$ cat src/rtl/sbmq_pkg.sv
// ----------------------------------------------------------------------------
// sbmq_pkg
// constants, types and pointer helpers of the shared buffer multi-queue
// ----------------------------------------------------------------------------
package sbmq_pkg;

    localparam int NUM_QUEUES = 4;
    localparam int DEPTH      = 16;
    localparam int DATA_W     = 32;
    localparam int QSEL_W     = 2;
    localparam int SLOT_W     = $clog2(DEPTH);
    localparam int PTR_W      = $clog2(DEPTH + 1);
    localparam int QIDX_W     = (NUM_QUEUES > 1) ? $clog2(NUM_QUEUES) : 1;

    // null pointer code
    localparam logic [PTR_W-1:0] NIL = PTR_W'(DEPTH);

    localparam logic CMD_ENQ = 1'b0;
    localparam logic CMD_DEQ = 1'b1;

    localparam logic [1:0] ST_OK        = 2'd0;
    localparam logic [1:0] ST_OVERFLOW  = 2'd1;
    localparam logic [1:0] ST_UNDERFLOW = 2'd2;

    typedef struct packed {
        logic                     command;
        logic [QSEL_W-1:0]        queue_index;
        logic signed [DATA_W-1:0] data_in;
    } req_t;

    typedef struct packed {
        logic signed [DATA_W-1:0] data_out;
        logic [1:0]               status;
    } rsp_t;

    typedef struct packed {
        logic              en;
        logic [SLOT_W-1:0] addr;
        logic [PTR_W-1:0]  data;
    } link_wr_t;

    function automatic logic is_slot(input logic [PTR_W-1:0] p);
        return p < NIL;
    endfunction

    function automatic logic [SLOT_W-1:0] slot_of(input logic [PTR_W-1:0] p);
        return p[SLOT_W-1:0];
    endfunction

endpackage

$ cat src/rtl/shared_buffer_multi_queue_unit.sv
// ----------------------------------------------------------------------------
// shared_buffer_multi_queue_unit
// several fifo queues over one shared slot store with a linked free list
// ----------------------------------------------------------------------------
// Each command (enqueue or dequeue on one queue) has an accept step and an
// execute step: the cycle in which start is taken issues the link and data
// memory reads, and the following cycle (busy high) uses the read data,
// writes the links back and registers the result. The result sits on rsp
// for exactly one cycle with done high, in the cycle after busy; start is
// taken again in that same cycle, so commands never overlap (start is
// ignored while busy), as the registered link memory read decides the new
// free-list head or queue head. Every command gives one result transfer;
// there is no back-pressure, the receiver must take it when done is high.
// No clearing pass is needed after reset: the link chain comes from valid
// bits, so start may be raised in the first cycle after reset.
// ----------------------------------------------------------------------------
module shared_buffer_multi_queue_unit
    import sbmq_pkg::*;
(
    input  logic clk,
    input  logic rst_n,
    input  logic start,
    output logic busy,
    input  req_t req,
    output logic done,
    output rsp_t rsp
);

    typedef enum logic {
        S_IDLE,
        S_EXEC
    } state_t;

    state_t state_reg, state_next;

    // queue pointers and free-list head
    logic [PTR_W-1:0] head_reg [NUM_QUEUES];
    logic [PTR_W-1:0] head_next [NUM_QUEUES];
    logic [PTR_W-1:0] tail_reg [NUM_QUEUES];
    logic [PTR_W-1:0] tail_next [NUM_QUEUES];
    logic [PTR_W-1:0] free_head_reg, free_head_next;

    // command held for the execute cycle
    logic              cmd_reg, cmd_next;
    logic [QIDX_W-1:0] qi_reg, qi_next;
    logic [SLOT_W-1:0] slot_reg, slot_next;
    logic              ok_reg, ok_next;
    logic              was_empty_reg, was_empty_next;

    logic done_reg, done_next;
    rsp_t rsp_reg, rsp_next;

    // accept-cycle decode
    logic              q_ok;
    logic [QIDX_W-1:0] qi_in;
    logic [PTR_W-1:0]  head_sel;
    logic [PTR_W-1:0]  tail_sel;

    // memory ports
    link_wr_t          link_wr;
    logic [SLOT_W-1:0] link_rd_addr;
    logic [PTR_W-1:0]  link_rd;
    logic              data_wr_en;
    logic [SLOT_W-1:0] data_rd_addr;
    logic [DATA_W-1:0] data_rd;

    assign q_ok     = 32'(req.queue_index) < 32'(NUM_QUEUES);
    assign qi_in    = QIDX_W'(req.queue_index);
    assign head_sel = head_reg[qi_in];
    assign tail_sel = tail_reg[qi_in];

    // enqueue reads the free slot's link, dequeue the head slot's link
    assign link_rd_addr = (req.command == CMD_ENQ) ? slot_of(free_head_reg)
                                                    : slot_of(head_sel);
    assign data_rd_addr = slot_of(head_sel);

    // data is written in the accept cycle, straight into the free slot
    assign data_wr_en = start && (state_reg == S_IDLE) && (req.command == CMD_ENQ)
                        && q_ok && is_slot(free_head_reg);

    sbmq_link_store u_link_store (
        .clk     (clk),
        .rst_n   (rst_n),
        .wr      (link_wr),
        .rd_addr (link_rd_addr),
        .rd_data (link_rd)
    );

    sbmq_ram #(
        .WIDTH (DATA_W),
        .DEPTH (DEPTH)
    ) u_data_ram (
        .clk     (clk),
        .wr_en   (data_wr_en),
        .wr_addr (slot_of(free_head_reg)),
        .wr_data (req.data_in),
        .rd_addr (data_rd_addr),
        .rd_data (data_rd)
    );

    always_comb
    begin
        state_next     = state_reg;
        head_next      = head_reg;
        tail_next      = tail_reg;
        free_head_next = free_head_reg;
        cmd_next       = cmd_reg;
        qi_next        = qi_reg;
        slot_next      = slot_reg;
        ok_next        = ok_reg;
        was_empty_next = was_empty_reg;
        done_next      = 1'b0;
        rsp_next       = rsp_reg;
        link_wr        = '0;

        unique case (state_reg)
            S_IDLE:
            begin
                if (start)
                begin
                    state_next     = S_EXEC;
                    cmd_next       = req.command;
                    qi_next        = qi_in;
                    was_empty_next = !is_slot(head_sel);
                    if (req.command == CMD_ENQ)
                    begin
                        slot_next = slot_of(free_head_reg);
                        ok_next   = q_ok && is_slot(free_head_reg);
                        // append after a live tail; the read is at another slot
                        if (q_ok && is_slot(free_head_reg) && is_slot(head_sel)
                            && is_slot(tail_sel))
                        begin
                            link_wr.en   = 1'b1;
                            link_wr.addr = slot_of(tail_sel);
                            link_wr.data = free_head_reg;
                        end
                    end
                    else
                    begin
                        slot_next = slot_of(head_sel);
                        ok_next   = q_ok && is_slot(head_sel);
                    end
                end
            end
            S_EXEC:
            begin
                state_next        = S_IDLE;
                done_next         = 1'b1;
                rsp_next.data_out = '0;
                rsp_next.status   = ST_OK;
                if (!ok_reg)
                begin
                    rsp_next.status = (cmd_reg == CMD_ENQ) ? ST_OVERFLOW : ST_UNDERFLOW;
                end
                else if (cmd_reg == CMD_ENQ)
                begin
                    free_head_next   = link_rd;
                    link_wr.en       = 1'b1;
                    link_wr.addr     = slot_reg;
                    link_wr.data     = NIL;
                    tail_next[qi_reg] = PTR_W'(slot_reg);
                    if (was_empty_reg)
                    begin
                        head_next[qi_reg] = PTR_W'(slot_reg);
                    end
                end
                else
                begin
                    // unlink the head and push it onto the free list
                    head_next[qi_reg] = link_rd;
                    link_wr.en        = 1'b1;
                    link_wr.addr      = slot_reg;
                    link_wr.data      = free_head_reg;
                    free_head_next    = PTR_W'(slot_reg);
                    rsp_next.data_out = data_rd;
                end
            end
            default:
            begin
                state_next = S_IDLE;
            end
        endcase
    end

    always_ff @(posedge clk or negedge rst_n)
    begin
        if (!rst_n)
        begin
            state_reg     <= S_IDLE;
            free_head_reg <= '0;
            for (int i = 0; i < NUM_QUEUES; i++)
            begin
                head_reg[i] <= NIL;
                tail_reg[i] <= NIL;
            end
            cmd_reg       <= CMD_ENQ;
            qi_reg        <= '0;
            slot_reg      <= '0;
            ok_reg        <= 1'b0;
            was_empty_reg <= 1'b0;
            done_reg      <= 1'b0;
            rsp_reg       <= '0;
        end
        else
        begin
            state_reg     <= state_next;
            free_head_reg <= free_head_next;
            head_reg      <= head_next;
            tail_reg      <= tail_next;
            cmd_reg       <= cmd_next;
            qi_reg        <= qi_next;
            slot_reg      <= slot_next;
            ok_reg        <= ok_next;
            was_empty_reg <= was_empty_next;
            done_reg      <= done_next;
            rsp_reg       <= rsp_next;
        end
    end

    assign busy = (state_reg == S_EXEC);
    assign done = done_reg;
    assign rsp  = rsp_reg;

endmodule

$ cat src/rtl/sbmq_ram.sv
// ----------------------------------------------------------------------------
// sbmq_ram
// generic simple dual-port ram, one write port, one registered read port
// ----------------------------------------------------------------------------
module sbmq_ram #(
    parameter int WIDTH  = 32,
    parameter int DEPTH  = 16,
    parameter int ADDR_W = $clog2(DEPTH)
) (
    input  logic              clk,
    input  logic              wr_en,
    input  logic [ADDR_W-1:0] wr_addr,
    input  logic [WIDTH-1:0]  wr_data,
    input  logic [ADDR_W-1:0] rd_addr,
    output logic [WIDTH-1:0]  rd_data
);

    logic [WIDTH-1:0] mem [DEPTH];
    logic [WIDTH-1:0] rd_data_reg;

    always_ff @(posedge clk)
    begin
        if (wr_en)
        begin
            mem[wr_addr] <= wr_data;
        end
        rd_data_reg <= mem[rd_addr];
    end

    assign rd_data = rd_data_reg;

endmodule

$ cat src/rtl/sbmq_link_store.sv
// ----------------------------------------------------------------------------
// sbmq_link_store
// slot link memory with per-slot valid bits giving the reset chain
// ----------------------------------------------------------------------------
module sbmq_link_store
    import sbmq_pkg::*;
(
    input  logic              clk,
    input  logic              rst_n,
    input  link_wr_t          wr,
    input  logic [SLOT_W-1:0] rd_addr,
    output logic [PTR_W-1:0]  rd_data
);

    logic [DEPTH-1:0]  valid_reg;
    logic              rd_valid_reg;
    logic [SLOT_W-1:0] rd_addr_reg;
    logic [PTR_W-1:0]  ram_q;

    sbmq_ram #(
        .WIDTH (PTR_W),
        .DEPTH (DEPTH)
    ) u_link_ram (
        .clk     (clk),
        .wr_en   (wr.en),
        .wr_addr (wr.addr),
        .wr_data (wr.data),
        .rd_addr (rd_addr),
        .rd_data (ram_q)
    );

    always_ff @(posedge clk or negedge rst_n)
    begin
        if (!rst_n)
        begin
            valid_reg    <= '0;
            rd_valid_reg <= 1'b0;
            rd_addr_reg  <= '0;
        end
        else
        begin
            if (wr.en)
            begin
                valid_reg[wr.addr] <= 1'b1;
            end
            rd_valid_reg <= valid_reg[rd_addr];
            rd_addr_reg  <= rd_addr;
        end
    end

    // unwritten slot links to the next one, the last one to null
    assign rd_data = rd_valid_reg ? ram_q : PTR_W'(rd_addr_reg) + PTR_W'(1);

endmodule

$ cat config.mk
export PLATFORM = sky130hd
export DESIGN_NAME = shared_buffer_multi_queue_unit
export DESIGN_NICKNAME = d
export VERILOG_FILES = /design/src/rtl/sbmq_pkg.sv /design/src/rtl/shared_buffer_multi_queue_unit.sv /design/src/rtl/sbmq_ram.sv /design/src/rtl/sbmq_link_store.sv
export SDC_FILE = /design/constraint.sdc
export NUM_CORES = 1
export LEC_CHECK = 0
export BUFFER_PORTS_ARGS = -buffer_cell sky130_fd_sc_hd__clkbuf_2
export CORE_MARGIN = 1
export CORE_UTILIZATION = 58
export CTS_CLUSTER_SIZE = 14
export DETAILED_ROUTE_END_ITERATION = 12
export HOLD_SLACK_MARGIN = 0.03
export PLACE_DENSITY = 0.75
export SETUP_SLACK_MARGIN = 0.5
export SYNTH_ARGS = -nofsm -noshare
export SYNTH_HDL_FRONTEND = slang
export SYNTH_HIERARCHICAL = 1
export SYNTH_SLANG_ARGS = --single-unit
$ cat constraint.sdc
create_clock -name clk -period 11 [get_ports clk]
set_input_delay 1.65 -clock clk [delete_from_list [all_inputs] [get_ports clk]]
set_output_delay 1.65 -clock clk [all_outputs]
set_load 0.05 [all_outputs]
== Word level (Yosys, flattened, before mapping) ==
Memory sizes are Yosys's and may differ from the RTL's. A register that Yosys moved wholly into a read port is not among the register bits.
Cells that the tools add are included.

* Bitwise gates (word level): 6
* Mux-type cells: 38
* Add/subtract/negate cells: 1
* Order comparisons: 9
* Reductions and logical operators: 13

{| class="wikitable"
|+ Operators with widths
! kind !! count
|-
| 2-to-1 mux 32 bit || 2
|-
| bitwise mux 20 bit || 3
|-
| 2-to-1 mux 10 bit || 4
|-
| 2-to-1 mux 20 bit || 2
|-
| 2-to-1 mux 5 bit || 8
|-
| binary-select mux 5 bit (select 2 bit) || 2
|-
| case mux 10 bit (2 select lines) || 1
|-
| OR 16 bit || 1
|-
| < comparator 5 bit (second input constant) || 3
|-
| demux 5 bit (select 2 bit) || 1
|-
| < comparator 4 x 5 -> 1 bit (second input constant) || 2
|-
| 2-to-1 mux 1 bit || 9
|-
| logical AND 1 bit || 7
|-
| greater-or-equal comparator 3 bit (second input constant) || 2
|-
| NOT 2 -> 3 bit || 2
|-
| AND reduction 3 bit || 2
|-
| adder 4 x 1 -> 5 bit (second input constant) || 1
|-
| binary-select mux 1 bit (select 4 bit) || 1
|-
| demux 1 bit (select 4 bit) || 1
|-
| greater-or-equal comparator 4 x 1 -> 1 bit (second input constant) || 1
|-
| 2-to-1 mux 2 bit || 2
|-
| 2-to-1 mux 4 bit || 1
|-
| AND reduction 2 bit || 2
|-
| < comparator 3 x 1 -> 1 bit (second input constant) || 1
|-
| other kinds (4) || 6
|}

* Memories kept: 2
* RAM bits: 592
* Flip-flop bits (word level): 111
* Word-level logic and storage cells: 90

{| class="wikitable"
|+ Memories
! name !! depth !! bits a word !! rd ports !! clocked after Yosys merged registers in !! wr ports !! line !! text
|-
| u_data_ram.mem || 16 || 32 || 1 || 1 || 1 || sbmq_ram.sv:18 || <nowiki>logic [WIDTH-1:0] mem [DEPTH];</nowiki>
|-
| u_link_store.u_link_ram.mem || 16 || 5 || 1 || 1 || 1 || sbmq_ram.sv:18 ||
|}

== Longest topological paths before layout ==
Gate-level depths: netlist of run 1.

* Depth in word-level cells: 16
* Gate-level depth with buffers: 9

== Hierarchy ==
The synthesis of run 1 kept the hierarchy.

{| class="wikitable"
|+ Modules (own cells, without submodules)
! module !! area each (um^2) !! cells each !! times used !! sequential area each (um^2)
|-
| sbmq_ram (u_data_ram) || 19835.3 || 838 || 1 || 16015.4
|-
| shared_buffer_multi_queue_unit || 4060.1 || 347 || 1 || 2262.2
|-
| sbmq_ram (u_link_store.u_link_ram) || 3213.1 || 155 || 1 || 2502.4
|-
| sbmq_link_store || 942.2 || 73 || 1 || 525.5
|}

== Worst setup path after synthesis of run 1 ==
Ideal clock, no wire load.

* Path kind: input port to flip-flop
* Start point: input req[34] (netlist name)
* End point: memory u_data_ram.mem[0][0], enable pin
* Arrival: 4.800 ns
* Library setup time: 0.461 ns
* Data required time: 10.539 ns
* Buffers on the path: 1
* Stages on the path: 6
* Slack: 5.739 ns
* Cell sequence: buf_6 nor2_1 nand2_1 inv_1 or3b_2 nor3_1

* Word-level cells in the longest chain between the ends: 5

{| class="wikitable"
|+ RTL lines
! element !! line !! text
|-
| start, declared || shared_buffer_multi_queue_unit.sv:24 || <nowiki>input req_t req,</nowiki>
|-
| NOT 1 bit || - ||
|-
| logical AND 1 bit || shared_buffer_multi_queue_unit.sv:78 || <nowiki>assign data_wr_en = start && (state_reg == S_IDLE) && (req.command == CMD_ENQ)</nowiki>
|-
| logical AND 1 bit || shared_buffer_multi_queue_unit.sv:79 || <nowiki>&& q_ok && is_slot(free_head_reg);</nowiki>
|-
| named net data_wr_en || shared_buffer_multi_queue_unit.sv:63 || <nowiki>logic data_wr_en;</nowiki>
|-
| 2-to-1 mux 1 bit || sbmq_ram.sv:23 || <nowiki>if (wr_en)</nowiki>
|-
| 2-to-1 mux 1 bit (not written as such) || sbmq_ram.sv:25 || <nowiki>mem[wr_addr] <= wr_data;</nowiki>
|-
| end, declared || sbmq_ram.sv:18 ||
|}

The timed path passes the listed nets, and every way through them passes these cells.

==> impl_metrics.tcl, run 1 <==
set metrics [dict create \
    status "finished, final reports clean" \
    regToRegStartpoint "busy" \
    pwr-share-seq_pct 44.5 \
    port-buffer-count 73 \
    area_delta_synth_final_pct 12.7 \
    synth_cell_types 41 \
    drc 0 \
    synth.top_cell.area_share_pct 63.4 \
    synth-main-ff-cell "edfxtp_1" \
    numCtsBuffers 73 \
    leakagePower_uw 0.0108 \
    powerDensity_nw_per_um2 247 \
    cts_resized 0 \
    n_antenna_cell 0 \
    cts.clk_slew.worst_paths_ps 60 \
    tritoncts "yes" \
    cp_max_fo 11 \
    wirelength_um 58800 \
    clkPwrFrac_pct 31.4 \
    finalSetupViolations 0 \
    vias 13900 \
    worstSetupEndpointType "flip-flop" \
    cts_setup_buffers 0 \
    grtUsageTotal_pct 24.7 \
    ys_seq_area_share_pct 76.0 \
    syn-num-nets 1452 \
    synth_edf_count 592 \
    intPower_uw 5590 \
    critPathRequiredTime_ps 11200 \
    final_common_cell "edfxtp_1" \
    min_from "u_data_ram/rd_data[4]" \
    overflow 0 \
    largest_register_ffs 512 \
    worstHoldPathCells 2 \
    hp-class "flip-flop to flip-flop" \
    yosys-top-cells-area "edfxtp_1, mux4_2, dfrtp_1" \
    switching_share_pct 28.5 \
    ctsRootBufferMaster "clkbuf_16" \
    timing.rr.end "u_link_store/u_link_ram/mem[12][3]" \
    yosysTopAreaCell "edfxtp_1" \
    clock.fmax_mhz 203 \
    antenna_found_initial 1 \
    final.setup.tns_ps 0 \
    cts_hold_buf 0 \
    layout_common_cells "edfxtp_1, mux4_2, dfrtp_1" \
    seq_area_um2 21300 \
    hpwl_um 30100 \
    layout-drive-gt1-share_pct 28.8 \
    drt_iter0_markers 1543 \
    synthesis.area_um2 28100 \
    rsz0062_at_grt "false" \
    grt_pass1_wl_um 89000 \
    cp-start-kind "input pin" \
    period_needed_ps 4920 \
    min_to "rsp[6]" \
    ios 74 \
    fp-row-count 80 \
    antenna_left 0 \
    power_switching_uw 2220 \
    core_region_area_um2 47700 \
    startpoint "start" \
    routabilityCongestion 0.800 \
    yosys_register_bits 740 \
    vdd_drop_max_uv 151 \
    hold_viol_final 0 \
    die-area_um2 49200 \
    grt_max_degree 74 \
    cp.arrival_ps 5130 \
    syn_area_per_cell_um2 19.9 \
    fin_skew_ps 26.8 \
    clk_latency_ps 600 \
    multiInputGateArea_um2 6380 \
    synth_warnings 6 \
    synthCells 1413 \
    die_w_um 222 \
    drv_cap 0 \
    r2r.worst_path.cells 5 \
    clockBufferDepth 3 \
    fp.dieH_um 222 \
    ctsHtreeMaxLevel 3 \
    grt_pass1_vias 14300 \
    viasPerCell 6.34 \
    postSynth.asyncResetShare_pct 15.0 \
    combPwrFrac_pct 24.1 \
    start_util_pct 58.8 \
    wl_per_cell_um 26.8 \
    r2r_setup_slack_ps 6270 \
    drv_slew 0 \
    fin_nets 1563 \
    final_core_util_pct 66.2 \
    relSlewSlack_pct 6.47 \
    worst_pin_slew_ps 1390 \
    fin_crit_sh_pct 44.7 \
    crit_type "input pin to flip-flop" \
    clock-sinks 740 \
    fill_cells 3005 \
    first_pass_iters 5 \
]
[power groups by stage]
stage	Combinational (uW)	Clock, uW	Sequential, uW
after floorplan	1290	0	3620
after global placement	1860	0	3520
after detailed placement	1890	0	3530
after CTS	1900	2490	3480
after global routing	2030	2600	3510
final	1880	2450	3480
[cell type report]
| type | instances | area share (%) |
|---|---|---|
| flip-flops and latches | 740 | 67.4 |
| multi-input cells | 557 | 20.2 |
| clock buffers | 98 | 6.49 |
| well taps | 615 | 2.43 |
| repair buffers | 104 | 1.90 |
| clock inverters | 34 | 1.02 |
| inverters | 48 | 0.570 |
[cells by family after synthesis]
| group | count (synthesis) | share of synthesized area (%) |
|---|---|---|
| DFF | 740 | 76.0 |
| muxes | 225 | 15.7 |
| and+or+nand+nor | 189 | 3.06 |
| AOI/OAI and AO/OA | 140 | 3.36 |
| buffers and inverters | 116 | 1.82 |
| xor gates and xnor gates | 2 | 0.0625 |
| adders and majority gates | 1 | 0.0446 |
[layer usage]
metal	GRT usage, %	wire (um)	up-vias
met5	0	16	-
met4	8.74	1430	2
met3	4.85	4830	103
met2	39.1	28600	616
met1	35.0	23900	7339
li1	-	-	5870
[synth_stat cells, types with 8 or more instances]
cell      instances
nor2b_1           8
mux4_1           13
o21bai_1          9
nand2_1          90
nor3_1           10
inv_1            48
dfxtp_1          37
dfstp_2           8
edfxtp_1        592
buf_4            10
mux2i_1           8
mux2_2           53
nand3_1          15
nor2_1           35
dfrtp_1         103
o21ai_0          43
buf_1            11
mux4_2          149
a22oi_1          69
buf_2            12
clkbuf_1         32
nand3b_1          9
[worst max-delay path: stages]
cell and delay (ps):
clkbuf_2 70, nor2b_1 740, nand2_1 350, o31ai_1 1220, nand3_1 320, nor3_1 750
[stage by stage]
| stage | std cells | instance area (um^2) | power, uW | hold slack, ps | setup slack, ps |
|---|---|---|---|---|---|
| 5_1_grt | 2196 | 31600 | 8140 | 452 | 6020 |
| 4_1_cts | 2196 | 31600 | 7880 | 441 | 6310 |
| 3_5_place_dp | 2064 | 29200 | 5420 | 426 | 5690 |
| 6_report | 2196 | 31600 | 7820 | 434 | 6080 |
| 3_3_place_gp | 2064 | 29200 | 5380 | 420 | 5780 |
| 2_1_floorplan | 1413 | 28100 | 4920 | 410 | 5740 |
[worst max-delay path by stage]
stage	slack (ps)	to	depth (start not counted)
finish	6080	u_link_store/u_link_ram/mem[12][3]	6
global route	6020	u_link_store/u_link_ram/mem[12][3]	6
CTS	6310	u_link_store/u_link_ram/mem[12][3]	6
detailed placement	5690	u_link_store/u_link_ram/mem[12][4]	6
global placement	5780	u_link_store/u_link_ram/mem[12][3]	6
floorplan	5740	u_data_ram/mem[0][0]	6
Note: power is estimated with default switching activity, not from simulation.
==> run 2: changes to the inputs <==
clock period = 5.1 ns   (was 11 ns; I/O delays follow)
==> run 2 against run 1 <==
  * Non-clock buffer count up 3
  * Critical path depth unchanged
  * Wire length up 1.9%
  * Worst hold slack worse by 110 ps
  * Via count down 0.14%
  * Clock skew about the same
  * Design area about the same
  * Total power up 110%
  * Clock power up 110%
  * First-iteration DRC count up 2.3%
  * Flip-flop and latch count unchanged
==> impl_metrics.tcl, run 2 (synthesized netlist as in run 1, its figures left out) <==
set metrics [dict create \
    cp-start-kind "flip-flop" \
    cts_hold_buf 0 \
    use_met2_pct 40.6 \
    start_util_pct 58.8 \
    vias 13900 \
    cts.clk_slew.worst_paths_ps 60 \
    drv_cap 0 \
    rsz0062_at_grt "false" \
    drc 0 \
    fin_skew_ps 26.4 \
    port-buffer-count 73 \
    grt_pass1_vias 14500 \
    leakagePower_uw 0.0108 \
    pre_cts_ws_ps 864 \
    ctsRootBufferMaster "clkbuf_16" \
    dp.cells 2067 \
    core_region_area_um2 47700 \
    fp-row-count 80 \
    first_pass_iters 7 \
    powerDensity_nw_per_um2 531 \
    final_core_util_pct 66.2 \
    cp.arrival_ps 4140 \
    crit_family "simple AND/OR/NAND/NOR gates" \
    critPathMaxStageDelay_ps 1140 \
    die_w_um 222 \
    final_common_cell "edfxtp_1" \
    critPathRequiredTime_ps 5340 \
    fin_crit_sh_pct 76.5 \
    clockBufferDepth 3 \
    busiest_layer "met2" \
    status "finished, final reports clean" \
    drt_iter0_markers 1579 \
    numCtsBuffers 73 \
    cp_slowest_cell "o31ai_1" \
    crit_chain "nor2b_1 > buf_4 > nand2_1 > o31ai_1 > nand3_1 > nor3_1" \
    globalRouteMet3Util_pct 5.04 \
    fin_nets 1566 \
    relSlewSlack_pct 9.31 \
    clock-sinks 740 \
    hold_viol_final 0 \
    overflow 0 \
    vdd_drop_max_uv 439 \
    ctsHtreeMaxLevel 3 \
    worst_pin_slew_ps 1350 \
    hpwl_um 31500 \
    timing.final.ws_setup_ps 1200 \
    clk_latency_ps 620 \
    fp.dieH_um 222 \
    hp-class "input pin to asynchronous set/reset pin" \
    final_cell_count_no_fill 2202 \
    wl_per_cell_um 27.2 \
    wirelength_um 59900 \
    finalSetupViolations 0 \
    cts_resized 0 \
    viasPerCell 6.32 \
    cts_setup_buffers 0 \
    tritoncts "yes" \
    largest_register_ffs 512 \
    met1_usage_pct 34.9 \
    grtUsageTotal_pct 25.2 \
    period_needed_ps 3900 \
    crit_type "flip-flop to flip-flop" \
    layout-drive-gt1-share_pct 29.0 \
    antenna_left 0 \
    antenna_found_initial 4 \
    ios 74 \
    grt_max_degree 129 \
    clock.fmax_mhz 256 \
    cp_max_fo 43 \
    drv_slew 0 \
    crit_buf_inv 1 \
    worstSetupEndpointType "flip-flop" \
    final.setup.tns_ps 0 \
    area_delta_synth_final_pct 12.7 \
    layout_common_cells "edfxtp_1, mux4_2, dfrtp_1" \
    routabilityCongestion 0.829 \
    die-area_um2 49200 \
    grt_pass1_wl_um 90100 \
]
==> run 2: stage by stage <==
step,hold WS (ps),power (uW),instance area [um^2]
final,322,16800,31600
after CTS,366,16900,31600
after global placement,419,11600,29300
after global routing,402,17400,31600
after detailed placement,425,11700,29300
after floorplan,410,10600,28100
==> run 2: layout make-up <==
type                       count  area (um^2)
timing repair buffer         107          648
clock buffer                 100         2030
sequential                   740        21300
antenna                        1         2.50
tap                          615          769
clock inverter                34          293
fill                        2998        16100
multi-input combinational    557         6390
inverter                      48          180
==> run 2: power by group <==
part | internal, uW | switching (uW) | total (uW)
Combinational | 1790 | 2300 | 4080
Clock | 2960 | 2220 | 5180
Sequential | 7170 | 346 | 7510
Total | 11900 | 4860 | 16800
==> run 2: final timing paths <==
kind,start,to,slack (ps),cells past startpoint
max,busy,u_link_store/u_link_ram/mem[12][0],1200,6
min,rst_n,rsp[1],320,1
max reg2reg,busy,u_link_store/u_link_ram/mem[12][0],1200,6
min reg2reg,u_data_ram/rd_data[4],rsp[6],430,2
max in group asynchronous,rst_n,u_link_store/rd_addr_reg[0],3550,2
min in group clk,u_data_ram/rd_data[4],rsp[6],430,2
==> run 2: per-layer routing <==
| layer | up-vias | part of all wire, % |
|---|---|---|
| met5 | - | 0.045 |
| met4 | 4 | 2.4 |
| met3 | 108 | 8.4 |
| met2 | 644 | 49 |
| met1 | 7261 | 40 |
| li1 | 5894 | - |
